<file path="config.mk">
export PLATFORM = sky130hd
export DESIGN_NAME = fvcc_hue
export DESIGN_NICKNAME = d
export VERILOG_FILES = /design/src/hdl/fvcc_pkg.sv /design/src/hdl/fvcc_hue.sv
export SDC_FILE = /design/constraint.sdc
export NUM_CORES = 2
export LEC_CHECK = 0
export BUFFER_PORTS_ARGS = -buffer_cell sky130_fd_sc_hd__buf_2
export CAP_MARGIN = 10
export CORE_AREA = 2 2 340 174
export DETAILED_ROUTE_END_ITERATION = 12
export DIE_AREA = 0 0 342 176
export GPL_TIMING_DRIVEN = 0
export PLACE_DENSITY = 0.74
export SYNTH_ARGS = -nofsm -noshare
export SYNTH_HDL_FRONTEND = slang
export SYNTH_SLANG_ARGS = --single-unit
</file>
<file path="constraint.sdc">
create_clock -name clk_i -period 11.4 [get_ports clk_i]
set_input_delay 1.14 -clock clk_i [delete_from_list [all_inputs] [get_ports clk_i]]
set_output_delay 1.14 -clock clk_i [all_outputs]
set_load 0.005 [all_outputs]
</file>
<file path="src/hdl/fvcc_pkg.sv">
`default_nettype none
package fvcc_pkg;

  localparam int unsigned NumCols     = 55;
  localparam int unsigned CordicSteps = 20;
  localparam int unsigned SqrtSteps   = 32;
  localparam int unsigned QuotBits    = 17;
  localparam int unsigned CordicW     = 27;
  localparam int unsigned ZW          = 26;
  localparam int unsigned MagLat      = 1 + SqrtSteps + QuotBits;
  localparam int unsigned AngLat      = CordicSteps + 2;
  localparam int unsigned HueLat      = 2;

  typedef logic [2:0][7:0] rgb_t;
  typedef logic [2:0][23:0] mix_t;
  typedef logic [NumCols-1:0][2:0][7:0] wheel_tab_t;
  typedef logic [CordicSteps-1:0][21:0] atan_tab_t;

  typedef struct packed {
    logic        sat;
    logic [16:0] r16;
  } mag_t;

  function automatic wheel_tab_t build_wheel();
    wheel_tab_t t;
    int k;
    int j;
    t = '0;
    for (k = 0; k < NumCols; k++) begin
      if (k < 15) begin
        t[k] = {8'd0, 8'(255 * k / 15), 8'd255};
      end else if (k < 21) begin
        j = k - 15;
        t[k] = {8'd0, 8'd255, 8'(255 - 255 * j / 6)};
      end else if (k < 25) begin
        j = k - 21;
        t[k] = {8'(255 * j / 4), 8'd255, 8'd0};
      end else if (k < 36) begin
        j = k - 25;
        t[k] = {8'd255, 8'(255 - 255 * j / 11), 8'd0};
      end else if (k < 49) begin
        j = k - 36;
        t[k] = {8'd255, 8'd0, 8'(255 * j / 13)};
      end else begin
        j = k - 49;
        t[k] = {8'(255 - 255 * j / 6), 8'd0, 8'd255};
      end
    end
    return t;
  endfunction

  localparam wheel_tab_t Wheel = build_wheel();

  // arctan(2^-i) in 2^-24 turn units
  localparam atan_tab_t AtanTurns = {
    22'd5, 22'd10, 22'd20, 22'd41, 22'd81, 22'd163, 22'd326, 22'd652,
    22'd1304, 22'd2608, 22'd5215, 22'd10430, 22'd20860, 22'd41718,
    22'd83416, 22'd166669, 22'd332050, 22'd654136, 22'd1238021, 22'd2097152
  };

endpackage
`default_nettype wire

</file>
<file path="src/hdl/fvcc_hue.sv">
`default_nettype none
module fvcc_hue import fvcc_pkg::*; (
  input  wire logic        clk_i,
  input  wire logic        en_i,
  input  wire logic [15:0] angle_i,
  output mix_t             mix_o
);

  logic [21:0] pos_q;
  logic [5:0]  k0, k1;
  logic [15:0] f;
  logic [16:0] wf;
  mix_t        mix_d, mix_q;

  assign k0 = pos_q[21:16];
  assign f  = pos_q[15:0];
  assign k1 = (k0 == 6'(NumCols - 1)) ? 6'd0 : k0 + 6'd1;
  assign wf = 17'h10000 - {1'b0, f};

  always_comb begin
    for (int b = 0; b < 3; b++) begin
      mix_d[b] = 24'(25'(wf) * 25'(Wheel[k0][b]) + 25'(f) * 25'(Wheel[k1][b]));
    end
  end

  always_ff @(posedge clk_i) begin
    if (en_i) begin
      pos_q <= {6'd0, angle_i} * 22'd54;
      mix_q <= mix_d;
    end
  end

  assign mix_o = mix_q;

endmodule
`default_nettype wire

</file>
==> run_results.csv <==
group,metric,value,unit
critical_path,cp_max_fo,10,
global_route,grt_pass1_vias,24800,
synth,ys_warn_count,0,
floorplan,start_util,54.8,%
finish,fin_util,58.4,%
critical_path,crit_path_end_kind,"register",
synth,synth_area,31200,um^2
route,ant_nets,0,
synth,synth_edf_count,90,
critical_path,critical_path_class,"register to register",
route,drtIter0Drc,1652,
route,vias_per_cell,5.51,
min_path,hold_class,"register to register",
critical_path,cp.arrival,11090,ps
global_route,track_usage,28.6,%
status,status,"complete, no violations",
clock_network,cts_tree,"yes",
route,wire_per_inst,19.0,um
synth,synthCells,3480,
synth,synth_xor_xnor_area_share,3.98,%
finish,syn2layout_area_growth,6.58,%
synth,synth-seq-cells,111,
placement,portBuffers,86,
route,drcViolationCount,0,
placement,post-place-ws,-227,ps
synth,synth_top_family_by_area,"adder cells",
critical_path,worst_ep_required_time,11580,ps
synth,synth_mux_area_share,0.333,%
placement,hpwl,69800,um
timing,worst_slack,487,ps
critical_path,setup.worst_path.start,"pos_q[16]",
route,num_vias,24000,
synth,ys_top_cells_by_area,"fa_1 (37%), ha_1 (13%), inv_1 (9.2%), edfxtp_1 (8.7%), and2_1 (6.3%)",
route,wl,82900,um
timing,slew_headroom,33.0,%
placement,place_congestion,0.934,
floorplan,die_h,176,um
timing,tightest_slew,1000,ps
synth,ys_seq_area_share,10.0,%
clock_network,cts_inserted_buffers,9,
critical_path,crit_path_start_kind,"register",
timing,finalSetupViolations,0,
finish,layout_commonest_cell,"inv_1",
floorplan,io_pins,90,
timing,tns,0,ps
synth,async_flop_share,0,%
synth,syn_avg_cell_area,8.96,um^2
job,cap_violations,0,
synth,synth_compound_area_share,8.33,%
synth,synthAdderAreaFrac,49.4,%
global_route,grt_overflow_total,0,
synth,synth.largest_area_cell,"fa_1",
route,first_pass_iters,6,
timing,period_share,95.7,%
global_route,antenna_found_initial,3,
clock_network,cts_root_buf,"clkbuf_16",
finish,fillers,5055,
finish,fin_nets,4489,
critical_path,critPathMaxStageDelay,580,ps
critical_path,critPathTopFamily,"adder cells",
clock_network,cts_buffer_depth,2,
floorplan,coreArea,56900,um^2
critical_path,critPathMostFrequentCell,"fa_1",
synth,netlist.area_leader.share,36.9,%
critical_path,critPathSlowestCell,"a221oi_1",
timing,min_period,10910,ps
finish,final_cell_mix,"inv_1 (765), fa_1 (574), nand2_1 (362), and2_1 (314), ha_1 (311)",
clock_network,cts.sinks,111,
clock_network,cts.clk_slew.worst_paths,110,ps
floorplan,die_x,342,um
clock_network,insertion_delay,430,ps
finish,drive_gt1_share,6.32,%
clock_network,cts_hold_buffers,0,
synth,yosysUniqueCellTypes,91,
clock_network,htree_levels,3,
floorplan,num_rows,62,
timing,timing_hold_violations_final,0,
floorplan,die_area,60200,um^2
critical_path,critPathBufInv,9,
global_route,grt_max_degree,69,
synth,synth-simple-area-share,16.9,%
global_route,grt_pass1_wl,132000,um
synth,ys.flop_type,"edfxtp_1",
critical_path,r2r-start,"pos_q[16]",
timing,holdWs,866,ps
timing,max_clock_freq,91.6,MHz
timing,fin_skew,30.3,ps
timing,finalMaxSlewViolations,0,
synthesized netlist by cell type (30+ instances only):
master and instances:
inv_1 766, fa_1 574, nand2_1 362, and2_1 314
ha_1 312, nor2_1 119, a21oi_1 115, xnor2_1 101
clkbuf_1 100, edfxtp_1 90, o21ai_0 81, nor2b_1 69
nor3_1 38, xor2_1 34, nand2b_1 31, a21o_1 30
path summary, 6_finish.rpt:
| kind | end | slack (ps) | cells past startpoint |
|---|---|---|---|
| min | mix_o[1] | 870 | 2 |
| max | mix_o[47] | 490 | 39 |
| max reg2reg | mix_o[47] | 490 | 39 |
| min reg2reg | mix_o[1] | 870 | 2 |
metal layers:
| metal | GRT usage (%) | vias to the layer above | wire length, um |
|---|---|---|---|
| met1 | 38.9 | 12000 | 35300 |
| met4 | 6.62 | 4 | 1800 |
| met5 | 0.962 | - | 92 |
| met2 | 42.8 | 1008 | 35000 |
| met3 | 11.8 | 128 | 10700 |
| li1 | - | 10900 | - |
cells by family (layout without fill, tap and decap cells):
| group | count (synthesis) | in the layout |
|---|---|---|
| compound gates | 396 | 396 |
| xor+xnor | 138 | 138 |
| fa+ha+maj | 886 | 886 |
| buf+inv | 900 | 1008 |
| flops | 111 | 111 |
| mux | 10 | 10 |
| other cells | 1 | 4 |
| simple gates | 1038 | 1038 |
worst reg2reg max path: cells and delay by family, from the launching register on:
| kind | cells | cell delay [ps] |
|---|---|---|
| flops | 1 | 440 |
| simple gates | 8 | 1110 |
| fa+ha+maj | 10 | 4600 |
| xor+xnor | 3 | 940 |
| compound gates | 9 | 2500 |
| buf+inv | 9 | 1100 |
final cells by class:
cell class / count / area [um^2] / share of cell area (%)
clock inverter: 6 / 67.6 / 0.203
buffer: 132 / 572 / 1.72
antenna: 1 / 2.50 / 0.00753
clock buffer: 10 / 229 / 0.689
inverter: 768 / 2880 / 8.68
timing repair buffer: 92 / 498 / 1.50
multi-input combinational: 2471 / 24900 / 74.9
tap: 768 / 961 / 2.89
sequential: 111 / 3120 / 9.40
through the flow:
step	area, um^2	std cells
finish	33200	4359
global route	33200	4358
CTS	33000	4353
global placement	32600	4336
detailed placement	32600	4337
floorplan	31200	3482
repair_timing:
item	4_1_cts	5_1_grt
setup endpoints to repair	7	19
pin swaps	0	2
setup buffers	0	5
resized for setup	15	60
Power is not shown: default switching activity piles up to over one toggle a cycle in this logic, so the estimate is an artifact.
