==> src/hdl/fvcc_pkg.sv <==
`default_nettype none
package fvcc_pkg;

  localparam int unsigned NumCols     = 55;
  localparam int unsigned CordicSteps = 20;
  localparam int unsigned SqrtSteps   = 32;
  localparam int unsigned QuotBits    = 17;
  localparam int unsigned CordicW     = 27;
  localparam int unsigned ZW          = 26;
  localparam int unsigned MagLat      = 1 + SqrtSteps + QuotBits;
  localparam int unsigned AngLat      = CordicSteps + 2;
  localparam int unsigned HueLat      = 2;

  typedef logic [2:0][7:0] rgb_t;
  typedef logic [2:0][23:0] mix_t;
  typedef logic [NumCols-1:0][2:0][7:0] wheel_tab_t;
  typedef logic [CordicSteps-1:0][21:0] atan_tab_t;

  typedef struct packed {
    logic        sat;
    logic [16:0] r16;
  } mag_t;

  function automatic wheel_tab_t build_wheel();
    wheel_tab_t t;
    int k;
    int j;
    t = '0;
    for (k = 0; k < NumCols; k++) begin
      if (k < 15) begin
        t[k] = {8'd0, 8'(255 * k / 15), 8'd255};
      end else if (k < 21) begin
        j = k - 15;
        t[k] = {8'd0, 8'd255, 8'(255 - 255 * j / 6)};
      end else if (k < 25) begin
        j = k - 21;
        t[k] = {8'(255 * j / 4), 8'd255, 8'd0};
      end else if (k < 36) begin
        j = k - 25;
        t[k] = {8'd255, 8'(255 - 255 * j / 11), 8'd0};
      end else if (k < 49) begin
        j = k - 36;
        t[k] = {8'd255, 8'd0, 8'(255 * j / 13)};
      end else begin
        j = k - 49;
        t[k] = {8'(255 - 255 * j / 6), 8'd0, 8'd255};
      end
    end
    return t;
  endfunction

  localparam wheel_tab_t Wheel = build_wheel();

  // arctan(2^-i) in 2^-24 turn units
  localparam atan_tab_t AtanTurns = {
    22'd5, 22'd10, 22'd20, 22'd41, 22'd81, 22'd163, 22'd326, 22'd652,
    22'd1304, 22'd2608, 22'd5215, 22'd10430, 22'd20860, 22'd41718,
    22'd83416, 22'd166669, 22'd332050, 22'd654136, 22'd1238021, 22'd2097152
  };

endpackage
`default_nettype wire

==> src/hdl/fvcc_angle.sv <==
`default_nettype none
module fvcc_angle import fvcc_pkg::*; (
  input  wire logic               clk_i,
  input  wire logic               en_i,
  input  wire logic signed [15:0] flow_x_i,
  input  wire logic signed [15:0] flow_y_i,
  output logic [15:0]             angle_o
);

  logic signed [CordicW-1:0] xe, ye, xr, yr;
  logic        axis, neg;
  logic [15:0] axis_ang;

  logic signed [CordicW-1:0] x0_q, y0_q;
  logic        base0_q, axis0_q;
  logic [15:0] ang0_q;

  logic signed [CordicW-1:0] cx_q [CordicSteps];
  logic signed [CordicW-1:0] cy_q [CordicSteps];
  logic signed [ZW-1:0]      cz_q [CordicSteps];
  logic        base_q [CordicSteps];
  logic        axis_q [CordicSteps];
  logic [15:0] ang_q  [CordicSteps];

  logic signed [ZW-1:0] zt;
  logic [23:0] rnd;
  logic [15:0] angle_q;

  assign xe   = CordicW'(flow_x_i);
  assign ye   = CordicW'(flow_y_i);
  assign neg  = flow_x_i[15];
  assign axis = (flow_y_i == '0) || (flow_x_i == '0);
  assign xr   = neg ? -xe : xe;
  assign yr   = neg ? -ye : ye;

  always_comb begin
    if (flow_y_i == '0) begin
      axis_ang = flow_x_i[15] ? 16'd32768 : 16'd0;
    end else begin
      axis_ang = flow_y_i[15] ? 16'd49152 : 16'd16384;
    end
  end

  always_ff @(posedge clk_i) begin
    if (en_i) begin
      x0_q    <= xr <<< 8;
      y0_q    <= yr <<< 8;
      base0_q <= neg;
      axis0_q <= axis;
      ang0_q  <= axis_ang;
    end
  end

  for (genvar i = 0; i < CordicSteps; i++) begin : g_cordic
    logic signed [CordicW-1:0] cx, cy, xs, ys;
    logic signed [ZW-1:0]      cz, at;
    logic        b_in, a_in, dir;
    logic [15:0] g_in;
    if (i == 0) begin : g_first
      assign cx   = x0_q;
      assign cy   = y0_q;
      assign cz   = '0;
      assign b_in = base0_q;
      assign a_in = axis0_q;
      assign g_in = ang0_q;
    end else begin : g_next
      assign cx   = cx_q[i-1];
      assign cy   = cy_q[i-1];
      assign cz   = cz_q[i-1];
      assign b_in = base_q[i-1];
      assign a_in = axis_q[i-1];
      assign g_in = ang_q[i-1];
    end
    assign xs  = cx >>> i;
    assign ys  = cy >>> i;
    assign at  = signed'(ZW'(AtanTurns[i]));
    assign dir = !cy[CordicW-1] && (cy != '0);
    always_ff @(posedge clk_i) begin
      if (en_i) begin
        cx_q[i]   <= dir ? cx + ys : cx - ys;
        cy_q[i]   <= dir ? cy - xs : cy + xs;
        cz_q[i]   <= dir ? cz + at : cz - at;
        base_q[i] <= b_in;
        axis_q[i] <= a_in;
        ang_q[i]  <= g_in;
      end
    end
  end

  assign zt  = cz_q[CordicSteps-1] + $signed({2'b00, base_q[CordicSteps-1], 23'd0});
  assign rnd = zt[23:0] + 24'd128;

  always_ff @(posedge clk_i) begin
    if (en_i) begin
      angle_q <= axis_q[CordicSteps-1] ? ang_q[CordicSteps-1] : rnd[23:8];
    end
  end

  assign angle_o = angle_q;

endmodule
`default_nettype wire

==> config.mk <==
export PLATFORM = sky130hd
export DESIGN_NAME = fvcc_angle
export DESIGN_NICKNAME = d
export VERILOG_FILES = /design/src/hdl/fvcc_pkg.sv /design/src/hdl/fvcc_angle.sv
export SDC_FILE = /design/constraint.sdc
export NUM_CORES = 2
export LEC_CHECK = 0
export BUFFER_PORTS_ARGS = -buffer_cell sky130_fd_sc_hd__buf_2
export CAP_MARGIN = 20
export CELL_PAD_IN_SITES_DETAIL_PLACEMENT = 1
export CELL_PAD_IN_SITES_GLOBAL_PLACEMENT = 1
export CORE_MARGIN = 4
export CORE_UTILIZATION = 35
export DETAILED_ROUTE_END_ITERATION = 12
export HOLD_SLACK_MARGIN = 0.1
export PLACE_DENSITY = 0.64
export RECOVER_POWER = 25
export SETUP_SLACK_MARGIN = 0.15
export SLEW_MARGIN = 30
export SYNTH_ARGS = -nofsm -noshare
export SYNTH_HDL_FRONTEND = slang
export SYNTH_SLANG_ARGS = --single-unit
==> constraint.sdc <==
create_clock -name clk_i -period 18.4 [get_ports clk_i]
set_clock_uncertainty 0.1 [all_clocks]
set_input_delay 3.68 -clock clk_i [delete_from_list [all_inputs] [get_ports clk_i]]
set_output_delay 3.68 -clock clk_i [all_outputs]
set_load 0.1 [all_outputs]
==> run metrics <==
CTS tree=yes; # DRC=0; Yosys top cell area share=between 30 and 40%; Std-Cell Rows=209; hold_buf cts=0; core area=approximately 320,000 µm²; placed insts=15.8k; pin count of the biggest net entering global routing=around 170; met3 Usage GRT=1.95%; final setup violating endpoints=0; Hold Startpoint=base_q[12]$_DFFE_PP_; drt first pass iters=7; Setup WS post-layout=6.80 ns; internal reg-to-reg setup slack=9.06 ns; initial antenna violation count=2; met1 GRT Util=23.4%; Startpoint Class=input pin; Min-Delay Path Class=reg2reg; sequential area share after synthesis=about two fifths; Setup Buffers After CTS=0; Syn Area/Cell=10.0 µm²; dpl cell area=120,000 µm²; GRT Resource Usage Total=a little under a fifth; area grow syn2layout=10.3%; antenna-violating nets left=0; RePlAce Congestion=about 0.9; status=complete, but fails checks; f_max=86.2 MHz; share of cells above drive strength 1=under 10%; HPWL after DPL=253 mm; WL per Instance=roughly 20 µm; fin nets=13.0k; Post-synth EDFFs=1,484; Max-cap violations=21; Critical Path Sink Type=register; final worst-path cycle share=63.1%; CP peak stage delay=5.11 ns; area leader, netlist=edfxtp_1; relative slew slack=-398%; Root Buffer=clkbuf_16; Synth cell types=104; CTS clk-pin slew, worst paths=0.06 ns; first-iteration detailed-routing DRC count=approximately 4.5k; RSZ-0062 raised after global routing=false; global-route wire length before repair=about 500 mm; final instance area=126,000 µm²; critical path class=in2reg; Die Y=580 µm; I/O pin cnt=50; gr busiest metal=met2; crit path cell chain=clkbuf_1 > buf_4 > buf_4 > buf_12 > buf_16; Reg-to-Reg Start=cy_q[8][15]$_DFFE_PP_; Yosys reg bits=1,484; Top delay family on crit path=buffers and inverters; Most used DFF post-synth=edfxtp_1; vias in the first global route=a little over 90k; I/O Buffers=49; Area contributors post-synth=edfxtp_1 39%, ha_1 15%, xnor2_1 8.9%; met2 Track Usage GR=approximately 33%; Critical Path Fanout Max=134; Worst-Margin Slew=7.48 ns; r2r worst-path depth=24; cts bufs inserted=184; mapped cell area=114,000 µm²; Async S/R FF share, synth=0%; Die Width=580 µm; post-CTS sizing=0; r2r endpoint=cx_q[4][53]$_DFFE_PP_; TNS Setup=0 ns; Arr. time, crit path=11.96 ns; CTS max path bufs=4; Setup WS pre-CTS=about 11 ns; Starting Density=roughly a third; Crit path top cell by count=buf_4; via count=86.8k; Worst Hold End=base_q[13]$_DFFE_PP_; final non-filler cell total=16.1k; Final Hold Fails=0; fillers=36.6k; crit path time final=11.60 ns; H-tree levels=4; Worst Path Required=around 19 ns; failing checks=max-capacitance violations, max-slew violations; clock sink count=1,484; final wirelength=319 mm; Yosys warning count=0; total die area=roughly 340,000 µm²; number of buffers and inverters on the critical path=5; Clock Latency Late Sink=0.91 ns; GR Overflow Total=0; Max Slew Vio Count=786; slowest CP cell=clkbuf_1; Syn Inst Count=11.4k; Worst Hold Depth=0; Via density=5.39
==> cells in the mapped netlist (16+ instances only) <==
library cell / count
edfxtp_1: 1484
ha_1: 1330
xnor2_1: 1161
a21oi_1: 1045
nor2_1: 1004
nand2_1: 638
inv_1: 547
xor2_1: 498
o21ai_0: 489
a21o_1: 376
nor3_1: 329
nand3_1: 214
o21bai_1: 178
nand2b_1: 155
nor2b_1: 152
o21a_1: 152
o31ai_1: 140
clkbuf_1: 113
nor4_1: 112
a211oi_1: 84
or3_1: 84
a31oi_1: 79
and3_1: 77
o41ai_1: 71
mux2i_1: 65
nand4_1: 58
o21ai_1: 57
fa_1: 49
or2_2: 46
or4_1: 46
and2_1: 43
a21boi_0: 38
o211ai_1: 26
a31o_2: 25
o41a_1: 25
a41o_1: 23
buf_1: 21
a2111oi_0: 19
nor3b_1: 19
o22ai_1: 17
nand3b_1: 16
==> area by class of cell <==
type	instances	area, µm²	area share, %
clock buffer	222	4810	3.81
timing repair buffer	106	653	0.517
clock inverter	111	1260	0.995
sequential	1484	44600	35.3
inverter	563	2110	1.67
antenna	1	2.50	0.00198
tap	4325	5410	4.29
multi-input combinational	9296	67400	53.4
==> routing by layer <==
layer	vias up	share of wire, %
li1	42600	-
met1	42700	45
met2	1045	49
met3	461	2.8
met4	0	2.9
met5	-	0
==> state kept, by name, summed over array words and instances (netlist names) <==
register / count
cy_q: 491
cx_q: 442
cz_q: 413
ang_q: 40
axis_q: 20
base_q: 20
g_cordic.cx: 19
g_cordic.cy: 19
angle_o: 16
ang0_q: 2
axis0_q: 1
base0_q: 1
==> cell families (layout without fill, tap and decap cells) <==
| group | after synthesis | count (layout) | synth area share (%) |
|---|---|---|---|
| other | 1 | 67 | 0.00328 |
| adders and majority gates | 1380 | 1380 | 15.4 |
| buffers and inverters | 706 | 1002 | 2.33 |
| and+or+nand+nor | 3068 | 3068 | 12.9 |
| muxes | 74 | 74 | 0.663 |
| xor gates and xnor gates | 1660 | 1660 | 12.7 |
| AOI/OAI and AO/OA | 3048 | 3048 | 17.0 |
| DFF | 1484 | 1484 | 39.0 |
==> cell usage in the layout (no fill, tap or decap), drive strengths merged, types with 48 or more instances in the layout <==
cell    instances
a211oi         84
a21boi         50
a21o          376
a21oi        1049
a31oi          80
and3           77
buf            75
clkbuf        253
clkinv         72
conb           66
edfxtp       1484
fa             49
ha           1330
inv           572
mux2i          66
nand2         638
nand2b        155
nand3         214
nand4          58
nor2         1005
nor2b         152
nor3          332
nor4          115
o21a          152
o21ai         546
o21bai        178
o31ai         140
o41ai          77
or2            54
or3            85
or4            48
xnor2        1161
xor2          499
==> how the worst max path moves through the flow <==
| stage | depth (start not counted) | slack [ns] | endpoint | from |
|---|---|---|---|---|
| 2_1_floorplan | 23 | 12.31 | cy_q[8][26]$_DFFE_PP_ | cy_q[7][17]$_DFFE_PP_ |
| 3_3_place_gp | 4 | 11.04 | cz_q[16][20]$_DFFE_PP_ | en_i |
| 3_5_place_dp | 4 | 10.88 | cz_q[16][22]$_DFFE_PP_ | en_i |
| 4_1_cts | 20 | 11.37 | cx_q[3][52]$_DFFE_PP_ | cy_q[6][11]$_DFFE_PP_ |
| 5_1_grt | 5 | 5.98 | cz_q[13][17]$_DFFE_PP_ | en_i |
| 6_report | 5 | 6.80 | cz_q[13][17]$_DFFE_PP_ | en_i |
==> metrics by stage <==
step / utilization [%] / hold slack [ns]
after floorplan: - / 0.300
after global placement: 37.0 / 0.303
after detailed placement: 37.0 / 0.305
after CTS: 38.9 / 0.313
after global routing: 38.9 / 0.322
final: 38.9 / 0.313
Power is not shown: default switching activity piles up to over one toggle a cycle in this logic, so the estimate is an artifact.
